[config.mk]
export PLATFORM = sky130hd
export DESIGN_NAME = two_value_key_table_flat
export DESIGN_NICKNAME = d
export VERILOG_FILES = /design/src/rtl/tkv_pkg.sv /design/src/rtl/tkv_ifs.sv /design/src/rtl/two_value_key_table.sv /design/src/rtl/tkv_ram.sv /design/src/rtl/tkv_seq.sv /design/src/flat_wrapper.sv
export SDC_FILE = /design/constraint.sdc
export NUM_CORES = 2
export LEC_CHECK = 0
export ABC_AREA = 1
export BUFFER_PORTS_ARGS = -buffer_cell sky130_fd_sc_hd__buf_4
export CORE_ASPECT_RATIO = 1.2
export CORE_UTILIZATION = 34
export CTS_CLUSTER_SIZE = 25
export DETAILED_ROUTE_END_ITERATION = 10
export PLACE_DENSITY = 0.46
export SYNTH_ARGS = -nofsm -noshare
export SYNTH_HDL_FRONTEND = slang
export SYNTH_HIERARCHICAL = 1
export SYNTH_SLANG_ARGS = --single-unit
[constraint.sdc]
create_clock -name clock -period 10.56 [get_ports clock]
set_input_delay 2.64 -clock clock [delete_from_list [all_inputs] [get_ports clock]]
set_output_delay 2.64 -clock clock [all_outputs]
set_load 0.005 [all_outputs]
[src/rtl/tkv_pkg.sv]
// Shared constants, codes and word types of the two-value key table.
`default_nettype none

package tkv_pkg;

   localparam int DEPTH          = 16;
   localparam int IDX_W          = $clog2(DEPTH);
   localparam int CNT_W          = $clog2(DEPTH + 1);
   localparam int DATA_W         = 32;
   localparam int CAP_W          = 5;
   localparam int OUT_CNT_W      = 5;
   localparam int VALUES_PER_KEY = 2;

   localparam logic [1:0] MODE_ADD     = 2'd0;
   localparam logic [1:0] MODE_SEARCH  = 2'd1;
   localparam logic [1:0] MODE_REMOVE  = 2'd2;
   localparam logic [1:0] MODE_REPLACE = 2'd3;

   typedef struct packed {
      logic [1:0]               mode;
      logic signed [DATA_W-1:0] key;
      logic signed [DATA_W-1:0] value;
      logic signed [DATA_W-1:0] new_value;
   } req_type;

   typedef struct packed {
      logic                     ok;
      logic                     first_found;
      logic signed [DATA_W-1:0] first_value;
      logic                     second_found;
      logic signed [DATA_W-1:0] second_value;
      logic [OUT_CNT_W-1:0]     entry_count;
      logic                     is_empty;
      logic                     is_full;
   } rsp_type;

   typedef struct packed {
      logic                   rd_en;
      logic [IDX_W-1:0]       rd_addr;
      logic                   wr_en;
      logic [IDX_W-1:0]       wr_addr;
      logic [2*DATA_W-1:0]    wr_data;
   } ram_req_type;

   typedef struct packed {
      logic    idle;
      logic    done;
      rsp_type result;
   } seq_stat_type;

endpackage

`default_nettype wire

[src/rtl/tkv_ifs.sv]
// Channel interfaces: request, response and capacity register write.
`default_nettype none

interface tkv_req_if;
   logic                               valid;
   logic                               ready;
   logic [1:0]                         mode;
   logic signed [tkv_pkg::DATA_W-1:0]  key;
   logic signed [tkv_pkg::DATA_W-1:0]  value;
   logic signed [tkv_pkg::DATA_W-1:0]  new_value;

   modport source (output valid, mode, key, value, new_value, input ready);
   modport sink   (input valid, mode, key, value, new_value, output ready);
endinterface

interface tkv_rsp_if;
   logic                                 valid;
   logic                                 ready;
   logic                                 ok;
   logic                                 first_found;
   logic signed [tkv_pkg::DATA_W-1:0]    first_value;
   logic                                 second_found;
   logic signed [tkv_pkg::DATA_W-1:0]    second_value;
   logic [tkv_pkg::OUT_CNT_W-1:0]        entry_count;
   logic                                 is_empty;
   logic                                 is_full;

   modport source (output valid, ok, first_found, first_value, second_found, second_value,
                   entry_count, is_empty, is_full, input ready);
   modport sink   (input valid, ok, first_found, first_value, second_found, second_value,
                   entry_count, is_empty, is_full, output ready);
endinterface

interface tkv_csr_if;
   logic                          valid;
   logic                          ready;
   logic [tkv_pkg::CAP_W-1:0]     data;

   modport source (output valid, data, input ready);
   modport sink   (input valid, data, output ready);
endinterface

`default_nettype wire

[src/rtl/two_value_key_table.sv]
// Top level of the two-value key table: channels, capacity register, result word.
//
//   channel  dir  handshake      word
//   req_     in   valid/ready    mode, key, value, new_value
//   rsp_     out  valid/ready    ok, found flags and values, count, empty, full
//   csr_     in   valid/ready    capacity_in_use (always ready)
//
// An item walks the stored pairs through one memory read port, one pair a cycle,
// then an apply state appends, rewrites or starts a shift; the result word is registered.
// A remove that hits then shifts the later pairs down through the write port.
// Reset empties the table (count 0) and sets the capacity to 16; no clearing pass.
// The next item is taken while a result waits; it stalls before its final write.
`default_nettype none

module two_value_key_table (
   input  wire logic   clock,
   input  wire logic   reset,
   tkv_req_if.sink     req_chan,
   tkv_rsp_if.source   rsp_chan,
   tkv_csr_if.sink     csr_chan
);

   localparam int CNT_W = tkv_pkg::CNT_W;

   logic [tkv_pkg::CAP_W-1:0]      cap_ff, cap_in;
   logic [CNT_W-1:0]               cap_eff;
   logic                           rsp_valid_ff, rsp_valid_in;
   tkv_pkg::rsp_type               rsp_word_ff;
   tkv_pkg::req_type               req_word;
   tkv_pkg::ram_req_type           ram_req;
   tkv_pkg::seq_stat_type          stat;
   logic [2*tkv_pkg::DATA_W-1:0]   rd_data;
   logic                           start;
   logic                           res_free;

   assign csr_chan.ready = 1'b1;
   assign cap_in = (csr_chan.valid) ? csr_chan.data : cap_ff;
   assign cap_eff = (int'(cap_ff) > tkv_pkg::DEPTH) ? CNT_W'(tkv_pkg::DEPTH) : CNT_W'(cap_ff);

   assign req_chan.ready     = stat.idle;
   assign start              = req_chan.valid && stat.idle;
   assign req_word.mode      = req_chan.mode;
   assign req_word.key       = req_chan.key;
   assign req_word.value     = req_chan.value;
   assign req_word.new_value = req_chan.new_value;

   assign res_free     = !rsp_valid_ff || rsp_chan.ready;
   assign rsp_valid_in = stat.done || (rsp_valid_ff && !rsp_chan.ready);

   tkv_seq u_seq (
      .clock    (clock),
      .reset    (reset),
      .start    (start),
      .item     (req_word),
      .cap      (cap_eff),
      .res_free (res_free),
      .rd_data  (rd_data),
      .ram_req  (ram_req),
      .stat     (stat)
   );

   tkv_ram #(
      .WIDTH (2 * tkv_pkg::DATA_W),
      .DEPTH (tkv_pkg::DEPTH)
   ) u_pairs (
      .clock   (clock),
      .wr_en   (ram_req.wr_en),
      .wr_addr (ram_req.wr_addr),
      .wr_data (ram_req.wr_data),
      .rd_en   (ram_req.rd_en),
      .rd_addr (ram_req.rd_addr),
      .rd_data (rd_data)
   );

   always_ff @(posedge clock) begin
      if (reset) begin
         cap_ff       <= tkv_pkg::CAP_W'(16);
         rsp_valid_ff <= 1'b0;
      end else begin
         cap_ff       <= cap_in;
         rsp_valid_ff <= rsp_valid_in;
      end
   end

   // hold the result word until taken
   always_ff @(posedge clock) begin
      if (stat.done) begin
         rsp_word_ff <= stat.result;
      end
   end

   assign rsp_chan.valid        = rsp_valid_ff;
   assign rsp_chan.ok           = rsp_word_ff.ok;
   assign rsp_chan.first_found  = rsp_word_ff.first_found;
   assign rsp_chan.first_value  = rsp_word_ff.first_value;
   assign rsp_chan.second_found = rsp_word_ff.second_found;
   assign rsp_chan.second_value = rsp_word_ff.second_value;
   assign rsp_chan.entry_count  = rsp_word_ff.entry_count;
   assign rsp_chan.is_empty     = rsp_word_ff.is_empty;
   assign rsp_chan.is_full      = rsp_word_ff.is_full;

endmodule

`default_nettype wire

[src/rtl/tkv_ram.sv]
// Generic single-clock RAM: one write port, one read port with registered data.
`default_nettype none

module tkv_ram #(
   parameter int WIDTH = 64,
   parameter int DEPTH = 16
) (
   input  wire logic                     clock,
   input  wire logic                     wr_en,
   input  wire logic [$clog2(DEPTH)-1:0] wr_addr,
   input  wire logic [WIDTH-1:0]         wr_data,
   input  wire logic                     rd_en,
   input  wire logic [$clog2(DEPTH)-1:0] rd_addr,
   output logic      [WIDTH-1:0]         rd_data
);

   logic [WIDTH-1:0] mem_ff [DEPTH];
   logic [WIDTH-1:0] rd_data_ff;

   always_ff @(posedge clock) begin
      if (wr_en) begin
         mem_ff[wr_addr] <= wr_data;
      end
      if (rd_en) begin
         rd_data_ff <= mem_ff[rd_addr];
      end
   end

   assign rd_data = rd_data_ff;

endmodule

`default_nettype wire

[src/rtl/tkv_seq.sv]
// Operation sequencer: walks the pair memory, then appends, rewrites, shifts or just reports.
`default_nettype none

module tkv_seq (
   input  wire logic                          clock,
   input  wire logic                          reset,
   input  wire logic                          start,
   input  wire tkv_pkg::req_type              item,
   input  wire logic [tkv_pkg::CNT_W-1:0]     cap,
   input  wire logic                          res_free,
   input  wire logic [2*tkv_pkg::DATA_W-1:0]  rd_data,
   output tkv_pkg::ram_req_type               ram_req,
   output tkv_pkg::seq_stat_type              stat
);

   localparam int CNT_W  = tkv_pkg::CNT_W;
   localparam int IDX_W  = tkv_pkg::IDX_W;
   localparam int DATA_W = tkv_pkg::DATA_W;
   localparam logic [1:0] HITS_MAX = 2'(tkv_pkg::VALUES_PER_KEY);

   localparam logic [1:0] ST_IDLE  = 2'd0;
   localparam logic [1:0] ST_SCAN  = 2'd1;
   localparam logic [1:0] ST_APPLY = 2'd2;
   localparam logic [1:0] ST_SHIFT = 2'd3;

   logic [1:0]              state_ff, state_in;
   tkv_pkg::req_type        item_ff, item_in;
   logic [CNT_W-1:0]        count_ff, count_in;
   logic [CNT_W-1:0]        issue_ff, issue_in;
   logic                    rvld_ff, rvld_in;
   logic [IDX_W-1:0]        ridx_ff, ridx_in;
   logic [1:0]              hits_ff, hits_in;
   logic signed [DATA_W-1:0] v1_ff, v1_in, v2_ff, v2_in;
   logic                    hit_ff, hit_in;
   logic [IDX_W-1:0]        pos_ff, pos_in;

   logic                    issue_more;
   logic signed [DATA_W-1:0] rd_key, rd_val;
   logic                    key_eq, pair_eq;
   logic                    ok;
   logic                    done;
   logic                    is_search;

   assign rd_key     = rd_data[2*DATA_W-1:DATA_W];
   assign rd_val     = rd_data[DATA_W-1:0];
   assign key_eq     = rd_key == item_ff.key;
   assign pair_eq    = key_eq && (rd_val == item_ff.value);
   assign issue_more = issue_ff < count_ff;
   assign is_search  = item_ff.mode == tkv_pkg::MODE_SEARCH;

   always_comb begin
      state_in = state_ff;
      item_in  = item_ff;
      count_in = count_ff;
      issue_in = issue_ff;
      rvld_in  = 1'b0;
      ridx_in  = ridx_ff;
      hits_in  = hits_ff;
      v1_in    = v1_ff;
      v2_in    = v2_ff;
      hit_in   = hit_ff;
      pos_in   = pos_ff;
      ok       = 1'b0;
      ram_req  = '0;
      done     = 1'b0;

      unique case (state_ff)
         ST_IDLE: begin
            if (start) begin
               item_in  = item;
               issue_in = '0;
               hits_in  = '0;
               v1_in    = '0;
               v2_in    = '0;
               hit_in   = 1'b0;
               pos_in   = '0;
               state_in = ST_SCAN;
            end
         end
         ST_SCAN: begin
            ram_req.rd_en   = issue_more;
            ram_req.rd_addr = issue_ff[IDX_W-1:0];
            rvld_in         = issue_more;
            ridx_in         = issue_ff[IDX_W-1:0];
            if (issue_more) begin
               issue_in = issue_ff + CNT_W'(1);
            end
            if (rvld_ff) begin
               if (key_eq) begin
                  if (hits_ff == 2'd0) begin
                     v1_in = rd_val;
                  end else if (hits_ff == 2'd1) begin
                     v2_in = rd_val;
                  end
                  if (hits_ff != HITS_MAX) begin
                     hits_in = hits_ff + 2'd1;
                  end
               end
               // remove keeps the last match, replace the first
               if (pair_eq && (item_ff.mode == tkv_pkg::MODE_REMOVE ||
                               (item_ff.mode == tkv_pkg::MODE_REPLACE && !hit_ff))) begin
                  hit_in = 1'b1;
                  pos_in = ridx_ff;
               end
            end
            if (!issue_more && !rvld_ff) begin
               state_in = ST_APPLY;
            end
         end
         ST_APPLY: begin
            if (res_free) begin
               state_in = ST_IDLE;
               unique case (item_ff.mode)
                  tkv_pkg::MODE_ADD: begin
                     if (count_ff < cap && hits_ff < HITS_MAX) begin
                        ram_req.wr_en   = 1'b1;
                        ram_req.wr_addr = count_ff[IDX_W-1:0];
                        ram_req.wr_data = {item_ff.key, item_ff.value};
                        count_in        = count_ff + CNT_W'(1);
                        ok              = 1'b1;
                     end
                     done = 1'b1;
                  end
                  tkv_pkg::MODE_SEARCH: begin
                     ok   = hits_ff != 2'd0;
                     done = 1'b1;
                  end
                  tkv_pkg::MODE_REMOVE: begin
                     if (hit_ff) begin
                        issue_in = CNT_W'(pos_ff) + CNT_W'(1);
                        state_in = ST_SHIFT;
                     end else begin
                        done = 1'b1;
                     end
                  end
                  tkv_pkg::MODE_REPLACE: begin
                     if (hit_ff) begin
                        ram_req.wr_en   = 1'b1;
                        ram_req.wr_addr = pos_ff;
                        ram_req.wr_data = {item_ff.key, item_ff.new_value};
                        ok              = 1'b1;
                     end
                     done = 1'b1;
                  end
                  default: begin
                     done = 1'b1;
                  end
               endcase
            end
         end
         ST_SHIFT: begin
            // read one place above, write one place below on the next cycle
            ram_req.rd_en   = issue_more;
            ram_req.rd_addr = issue_ff[IDX_W-1:0];
            rvld_in         = issue_more;
            ridx_in         = issue_ff[IDX_W-1:0];
            if (issue_more) begin
               issue_in = issue_ff + CNT_W'(1);
            end
            if (rvld_ff) begin
               ram_req.wr_en   = 1'b1;
               ram_req.wr_addr = ridx_ff - IDX_W'(1);
               ram_req.wr_data = rd_data;
            end
            if (!issue_more && !rvld_ff && res_free) begin
               count_in = count_ff - CNT_W'(1);
               ok       = 1'b1;
               done     = 1'b1;
               state_in = ST_IDLE;
            end
         end
         default: begin
            state_in = ST_IDLE;
         end
      endcase
   end

   always_comb begin
      stat.idle                = state_ff == ST_IDLE;
      stat.done                = done;
      stat.result.ok           = ok;
      stat.result.first_found  = is_search && (hits_ff != 2'd0);
      stat.result.first_value  = is_search ? v1_ff : '0;
      stat.result.second_found = is_search && (hits_ff == HITS_MAX);
      stat.result.second_value = (is_search && hits_ff == HITS_MAX) ? v2_ff : '0;
      stat.result.entry_count  = tkv_pkg::OUT_CNT_W'(count_in);
      stat.result.is_empty     = count_in == '0;
      stat.result.is_full      = count_in >= cap;
   end

   always_ff @(posedge clock) begin
      if (reset) begin
         state_ff <= ST_IDLE;
         count_ff <= '0;
         rvld_ff  <= 1'b0;
      end else begin
         state_ff <= state_in;
         count_ff <= count_in;
         rvld_ff  <= rvld_in;
      end
   end

   always_ff @(posedge clock) begin
      item_ff  <= item_in;
      issue_ff <= issue_in;
      ridx_ff  <= ridx_in;
      hits_ff  <= hits_in;
      v1_ff    <= v1_in;
      v2_ff    <= v2_in;
      hit_ff   <= hit_in;
      pos_ff   <= pos_in;
   end

endmodule

`default_nettype wire
[src/flat_wrapper.sv]
// flat-port wrapper written by rule: the top's interface ports become plain ports
module two_value_key_table_flat 
  (clock, reset, req_chan_valid, req_chan_mode, req_chan_key, req_chan_value, req_chan_new_value, req_chan_ready, rsp_chan_valid, rsp_chan_ok, rsp_chan_first_found, rsp_chan_first_value, rsp_chan_second_found, rsp_chan_second_value, rsp_chan_entry_count, rsp_chan_is_empty, rsp_chan_is_full, rsp_chan_ready, csr_chan_valid, csr_chan_data, csr_chan_ready);
  tkv_req_if req_chan_i ();
  tkv_rsp_if rsp_chan_i ();
  tkv_csr_if csr_chan_i ();
  input  wire logic clock;
  input  wire logic reset;
  input wire logic [$bits(req_chan_i.valid)-1:0] req_chan_valid;
  input wire logic [$bits(req_chan_i.mode)-1:0] req_chan_mode;
  input wire logic [$bits(req_chan_i.key)-1:0] req_chan_key;
  input wire logic [$bits(req_chan_i.value)-1:0] req_chan_value;
  input wire logic [$bits(req_chan_i.new_value)-1:0] req_chan_new_value;
  output wire logic [$bits(req_chan_i.ready)-1:0] req_chan_ready;
  output wire logic [$bits(rsp_chan_i.valid)-1:0] rsp_chan_valid;
  output wire logic [$bits(rsp_chan_i.ok)-1:0] rsp_chan_ok;
  output wire logic [$bits(rsp_chan_i.first_found)-1:0] rsp_chan_first_found;
  output wire logic [$bits(rsp_chan_i.first_value)-1:0] rsp_chan_first_value;
  output wire logic [$bits(rsp_chan_i.second_found)-1:0] rsp_chan_second_found;
  output wire logic [$bits(rsp_chan_i.second_value)-1:0] rsp_chan_second_value;
  output wire logic [$bits(rsp_chan_i.entry_count)-1:0] rsp_chan_entry_count;
  output wire logic [$bits(rsp_chan_i.is_empty)-1:0] rsp_chan_is_empty;
  output wire logic [$bits(rsp_chan_i.is_full)-1:0] rsp_chan_is_full;
  input wire logic [$bits(rsp_chan_i.ready)-1:0] rsp_chan_ready;
  input wire logic [$bits(csr_chan_i.valid)-1:0] csr_chan_valid;
  input wire logic [$bits(csr_chan_i.data)-1:0] csr_chan_data;
  output wire logic [$bits(csr_chan_i.ready)-1:0] csr_chan_ready;
  assign req_chan_i.valid = req_chan_valid;
  assign req_chan_i.mode = req_chan_mode;
  assign req_chan_i.key = req_chan_key;
  assign req_chan_i.value = req_chan_value;
  assign req_chan_i.new_value = req_chan_new_value;
  assign req_chan_ready = req_chan_i.ready;
  assign rsp_chan_valid = rsp_chan_i.valid;
  assign rsp_chan_ok = rsp_chan_i.ok;
  assign rsp_chan_first_found = rsp_chan_i.first_found;
  assign rsp_chan_first_value = rsp_chan_i.first_value;
  assign rsp_chan_second_found = rsp_chan_i.second_found;
  assign rsp_chan_second_value = rsp_chan_i.second_value;
  assign rsp_chan_entry_count = rsp_chan_i.entry_count;
  assign rsp_chan_is_empty = rsp_chan_i.is_empty;
  assign rsp_chan_is_full = rsp_chan_i.is_full;
  assign rsp_chan_i.ready = rsp_chan_ready;
  assign csr_chan_i.valid = csr_chan_valid;
  assign csr_chan_i.data = csr_chan_data;
  assign csr_chan_ready = csr_chan_i.ready;
  two_value_key_table u_core (.clock(clock), .reset(reset), .req_chan(req_chan_i), .rsp_chan(rsp_chan_i), .csr_chan(csr_chan_i));
endmodule
# Yosys cells after proc, flatten, opt, wreduce, memory -nomap -nowiden
# Memories as Yosys holds them, arrays and structs flattened. A register that Yosys moved wholly into a read port is not among the register bits.
# Index checks and enable logic that the tools add are counted.
# word_totals
wordCells	157
regBits	266
n_memories	1
inputBits	108
ram_bits	1024
output_inout_bits	77
# op_classes
reduce_logical	34
n_bitwise	1
mux	61
magnitude_cmp	5
eq_ne	25
addsub	6
# memory_table
name	depth	word_bits	read_ports	rd_ports_with_merged_regs	wr	line	text
u_core.u_pairs.mem_ff	16	64	1	1	1	tkv_ram.sv:17	logic [WIDTH-1:0] mem_ff [DEPTH];
# ops
op	n
$mux W69	4
$pmux W69 S2	2
$mux W32	8
$pmux W32 S2	2
$eq A32 B32 Y1	2
$mux W5	11
$ne A2 B2 Y1 const B	13
$mux W2	10
$pmux W5 S3	1
$reduce_and A5 Y1	3
$mux W4	3
$mux W1	11
$add A5 B1 Y5 const B	2
$eq A2 B2 Y1 const B	5
$logic_and A1 B1 Y1	10
$lt A5 B5 Y1	2
$pmux W5 S2	1
$pmux W1 S2	4
$pmux W2 S4	1
$pmux W4 S2	1
$reduce_and A4 Y1	2
$eq A2 B1 Y1 const B	3
$logic_not A2 Y1	3
$reduce_and A6 Y1	1
other kinds (18)	27

# Logic depth before layout (Yosys ltp)
# logic_depth
word_depth	10
mapped_depth	24

# Hierarchy
# The synthesis kept the hierarchy.
# modules_own_cells
mod	n_inst	seq_area_each_um2	cells_per_inst	area_each_um2
tkv_ram	1	32671.3	4210	45926.5
tkv_seq	1	5505.3	949	9582.9
two_value_key_table	1	2342.2	117	2494.9

# Worst setup path after synthesis
# Ideal clock, no wire load.
# synth_path
path_kind	input -> register
start	input req_chan_valid
end	register u_core.u_seq.v1_ff[0] (enable)
n_path_buf	0
setup_ns	0.421
slack_ns	1.250
arrival_ns	8.889
cell_stages	6
path_cell_list	nand2_1 -> inv_1 -> inv_1 -> nor2_1 -> nor2_1 -> nor2_1
# synth_via
elab_chain_len	3
# synth_rtl
item	line	text
start, declared	flat_wrapper.sv:9	input wire logic [$bits(req_chan_i.valid)-1:0] req_chan_valid;
$logic_and A1 B1 Y1	two_value_key_table.sv:41	assign start = req_chan.valid && stat.idle;
via u_core.start	two_value_key_table.sv:33	logic start;
$ne A2 B1 Y1 (no line)	n/a	
$reduce_and A5 Y1 (no line)	n/a	
end signal, assigned	tkv_seq.sv:208	v1_ff <= v1_in;
end, declared	tkv_seq.sv:33	logic signed [DATA_W-1:0] v1_ff, v1_in, v2_ff, v2_in;
# The timed path passes the listed nets, and every way through them passes these cells.
# A chain may end at the register's enable or synchronous reset.

==> results.py <==
metrics = {
    "synthesis": {
        "syn_area_um2": 58000,
        "synth.avg_cell_area_um2": 11.0,
        "yosysWarnings": 6,
        "synth_fp_nets": 5409,
        "synth_edf_count": 1340,
        "ys.flop_type": "edfxtp_1",
        "synth_seq_area_share_pct": 69.9,
        "synthCells": 5276,
        "yosys_register_bits": 1354,
        "async_reset_ff_share_pct": 0,
        "ys_types": 46,
    },
    "cts": {
        "post-cts-setup-buffer-count": 0,
        "cts_buffer_depth": 3,
        "clk_pin_slew_ns": 0.07,
        "clock_latency_ns": 0.79,
        "cts_num_sinks": 1354,
        "cts_hold_buffers": 0,
        "cts_tree": "done",
        "cts-root-buf": "clkbuf_16",
        "numCtsBuffers": 149,
        "cts_resized": 0,
        "cts_max_level": 4,
    },
    "floorplan": {
        "boundaryPins": 185,
        "start_util_pct": 34.3,
        "core_area_um2": 169000,
        "die_x_um": 379,
        "fp-row-count": 165,
        "die_y_um": 454,
        "die_area_um2": 172000,
    },
    "drt": {
        "top_layer_used": "met5",
        "met2_length_mm": 75.1,
        "wl_met1_mm": 73.0,
        "post_drt_wl_per_cell_um": 20.3,
        "drc": 0,
        "wl_mm": 159,
        "dr.pass1.iters": 6,
        "detail-route-antenna-nets": 0,
        "vias": 36463,
        "dr_wl_met3_mm": 7.00,
        "vias_per_cell": 4.67,
        "drt_iter0_drc": 2708,
    },
    "critical_path": {
        "cp_slowest_stage_delay_ns": 0.70,
        "cp_max_fo": 35,
        "cp.required_ns": 10.99,
        "cp_num_buf_inv": 5,
        "crit_path_cell_trace": "buf_4 > inv_1 > nand2_1 > nand2_1 > nor2_4 > inv_2 > o22ai_1 > nand3b_1 > nor2_4 > buf_4 > buf_4",
        "cpMostUsedCell": "buf_4",
        "crit_family": "buffers and inverters",
        "cp-start-kind": "input pin",
        "critPathLaunch": "rsp_chan_ready",
        "cp_data_arrival_time_ns": 6.66,
        "worstReg2RegStart": "u_core/cap_ff[0]",
        "cp_slowest_cell": "nor2_4",
        "path_class": "input pin to register",
        "cp-end-kind": "register",
    },
    "placement": {
        "dpl.hpwl_mm": 88.7,
        "portBuffers": 183,
        "routabilityCongestion": 0.793,
    },
    "global_routing": {
        "antenna_found_initial": 2,
        "grt_max_degree": 213,
        "grt.total_usage_pct": 18.4,
        "grt_pass1_wl_mm": 235,
        "grt_overflow": 0,
        "grt_pass1_vias": 35439,
    },
    "power": {
        "leakage_nw": 27.5,
        "ir_drop_mv": 0.136,
        "p_sw_w": 0.00476,
        "combPwrFrac_pct": 22.0,
        "seqPwrFrac_pct": 44.0,
        "pwr_density_cell_nw_per_um2": 229,
        "p_clk_share_pct": 34.0,
        "switching_share_pct": 31.4,
        "p_int_w": 0.0104,
    },
    "cells_and_area": {
        "drive_gt1_share_pct": 9.82,
        "regArea_um2": 40500,
        "fillers": 16246,
        "nNetsFinal": 5568,
        "syn_to_final_growth_pct": 14.2,
        "multi_input_comb_area_um2": 12400,
        "n_antenna_cell": 0,
    },
    "timing": {
        "fin_crit_sh_pct": 59.0,
        "worst_pin_slew_ns": 1.37,
        "slew_headroom_pct": 8.55,
        "clock.fmax_mhz": 160,
        "tns_ns": 0,
        "fin_crit_ns": 6.23,
        "final_hold_viol_count": 0,
        "slew_viol_final": 0,
        "rsz0062_at_grt": "no",
        "setup_viol": 0,
        "hold_slack_ns": 0.491,
        "fin_worst_skew_ns": 0.0253,
    },
    "hold_path": {
        "hp-start": "u_core/u_seq/v1_ff[3]",
        "hold_path.class": "register to register",
    },
    "run": {
        "maxCapViolCount": 0,
    },
    "outcome": {
        "status": "finished clean",
    },
}
[cells in the mapped netlist, types with 7 or more instances]
library cell	number	area share, %
nand4_1	11	0.12
inv_1	974	6.3
clkbuf_1	41	0.27
o21ai_0	21	0.18
inv_2	8	0.052
xnor2_1	29	0.44
nor2_1	142	0.92
o22ai_2	7	0.15
buf_2	125	1.1
xor2_1	18	0.27
buf_6	53	1.0
buf_4	20	0.26
a22oi_1	35	0.45
buf_1	11	0.071
edfxtp_1	1340	69
dfxtp_1	14	0.48
nand3_1	811	7.0
ha_1	25	0.54
a21oi_1	19	0.16
nand2_1	1460	9.4
o22ai_1	44	0.47
nor3_1	12	0.10
o21ai_2	22	0.33
[sequential cells by signal, summed over array words and instances (netlist names), 2 cells and up]
signal and flops:
u_core/rsp_chan.entry_count 5, u_core/u_seq/item_ff 98, u_core/u_seq/hits_ff 2, u_core/rsp_chan.second_value 32, u_core/u_pairs/rd_data 64, u_core/cap_ff 5, u_core/u_seq/ridx_ff 4, u_core/u_seq/v2_ff 32
u_core/u_seq/pos_ff 4, u_core/u_pairs/mem_ff 1024, u_core/rsp_chan.first_value 32, u_core/u_seq/v1_ff 32, u_core/u_seq/count_ff 5, u_core/u_seq/state_ff 2, u_core/u_seq/issue_ff 5
[cell type report]
class                      count  area share, %
sequential                  1354           61.1
inverter                     984           5.65
multi-input combinational   2687           18.7
timing repair buffer         259           3.01
tap                         2254           4.26
clock inverter                82           1.22
clock buffer                 184           6.02
[power groups by stage]
| stage | clock network [W] | logic [W] | registers, W |
|---|---|---|---|
| 2_1_floorplan | 0 | 0.00226 | 0.00673 |
| 3_3_place_gp | 0 | 0.00338 | 0.00678 |
| 3_5_place_dp | 0 | 0.00338 | 0.00678 |
| 4_1_cts | 0.00529 | 0.00339 | 0.00667 |
| 5_1_grt | 0.00549 | 0.00371 | 0.00670 |
| 6_report | 0.00516 | 0.00334 | 0.00667 |
[through the flow]
stage                     setup WS [ns]  utilization, %  std cells  total power (W)  cell area (µm²)
after global placement             3.55            36.4       7536           0.0102            61400
after detailed placement           3.53            36.4       7536           0.0102            61400
final                              4.33            39.2       7804           0.0152            66300
after global routing               4.18            39.2       7804           0.0159            66300
after CTS                          4.38            39.2       7802           0.0154            66200
after floorplan                    1.25               -       5276          0.00899            58000
[cell usage in the layout, fill, tap and decap left out, types with 11 or more instances in the layout]
cell type	instances
inv_1	968
o21ai_2	22
clkbuf_16	155
nand4_1	11
xnor2_1	29
nand2_1	1460
nor3_1	12
xor2_1	18
o21ai_0	19
nor2_4	22
clkinv_1	34
bufinv_16	14
nand3_1	811
clkinv_2	20
ha_1	25
o22ai_1	39
edfxtp_1	1340
buf_4	255
a22oi_1	35
clkbuf_1	29
nor2_1	123
o22ai_2	12
a21oi_1	19
dfxtp_1	13
[path summary, 6_finish.rpt]
check,slack (ns),to,cells after the start
worst max-delay path,4.33,u_core/u_pairs/mem_ff[8][50],11
worst min-delay path,0.49,u_core/rsp_chan.first_value[3],2
worst max register to register,5.17,u_core/u_pairs/mem_ff[8][50],18
worst min register to register,0.49,u_core/rsp_chan.first_value[3],2
[per-layer routing]
metal	track usage [%]	vias to the layer above
met1	25.2	17826
met2	30.4	832
met3	2.55	226
met4	5.24	2
met5	0	-
li1	-	17577
[worst register-to-register path, stage by stage (launching register included)]
cell      delay [ns]
dfxtp_1         0.32
nor2_1          0.10
nand2_1         0.08
a21oi_1         0.13
inv_1           0.09
ha_1            0.29
nand2_1         0.08
inv_1           0.05
nand2_1         0.06
nand2_1         0.08
nor2_4          0.18
nand2_4         0.09
nor2_8          0.48
a22oi_1         0.23
o32ai_1         0.43
nand3b_1        0.48
nor2_4          0.70
buf_4           0.66
buf_4           0.49
[logic make-up (layout without fill, tap and decap cells)]
family	after synthesis	in the layout	share of synthesized area (%)
simple gates	2455	2455	17.9
xor+xnor	47	47	0.710
flops	1354	1354	69.9
buf+inv	1235	1509	9.11
fa+ha+maj	25	25	0.539
compound gates	159	159	1.91
other cells	1	1	0.00647
Note: power is estimated with default switching activity, not from simulation.
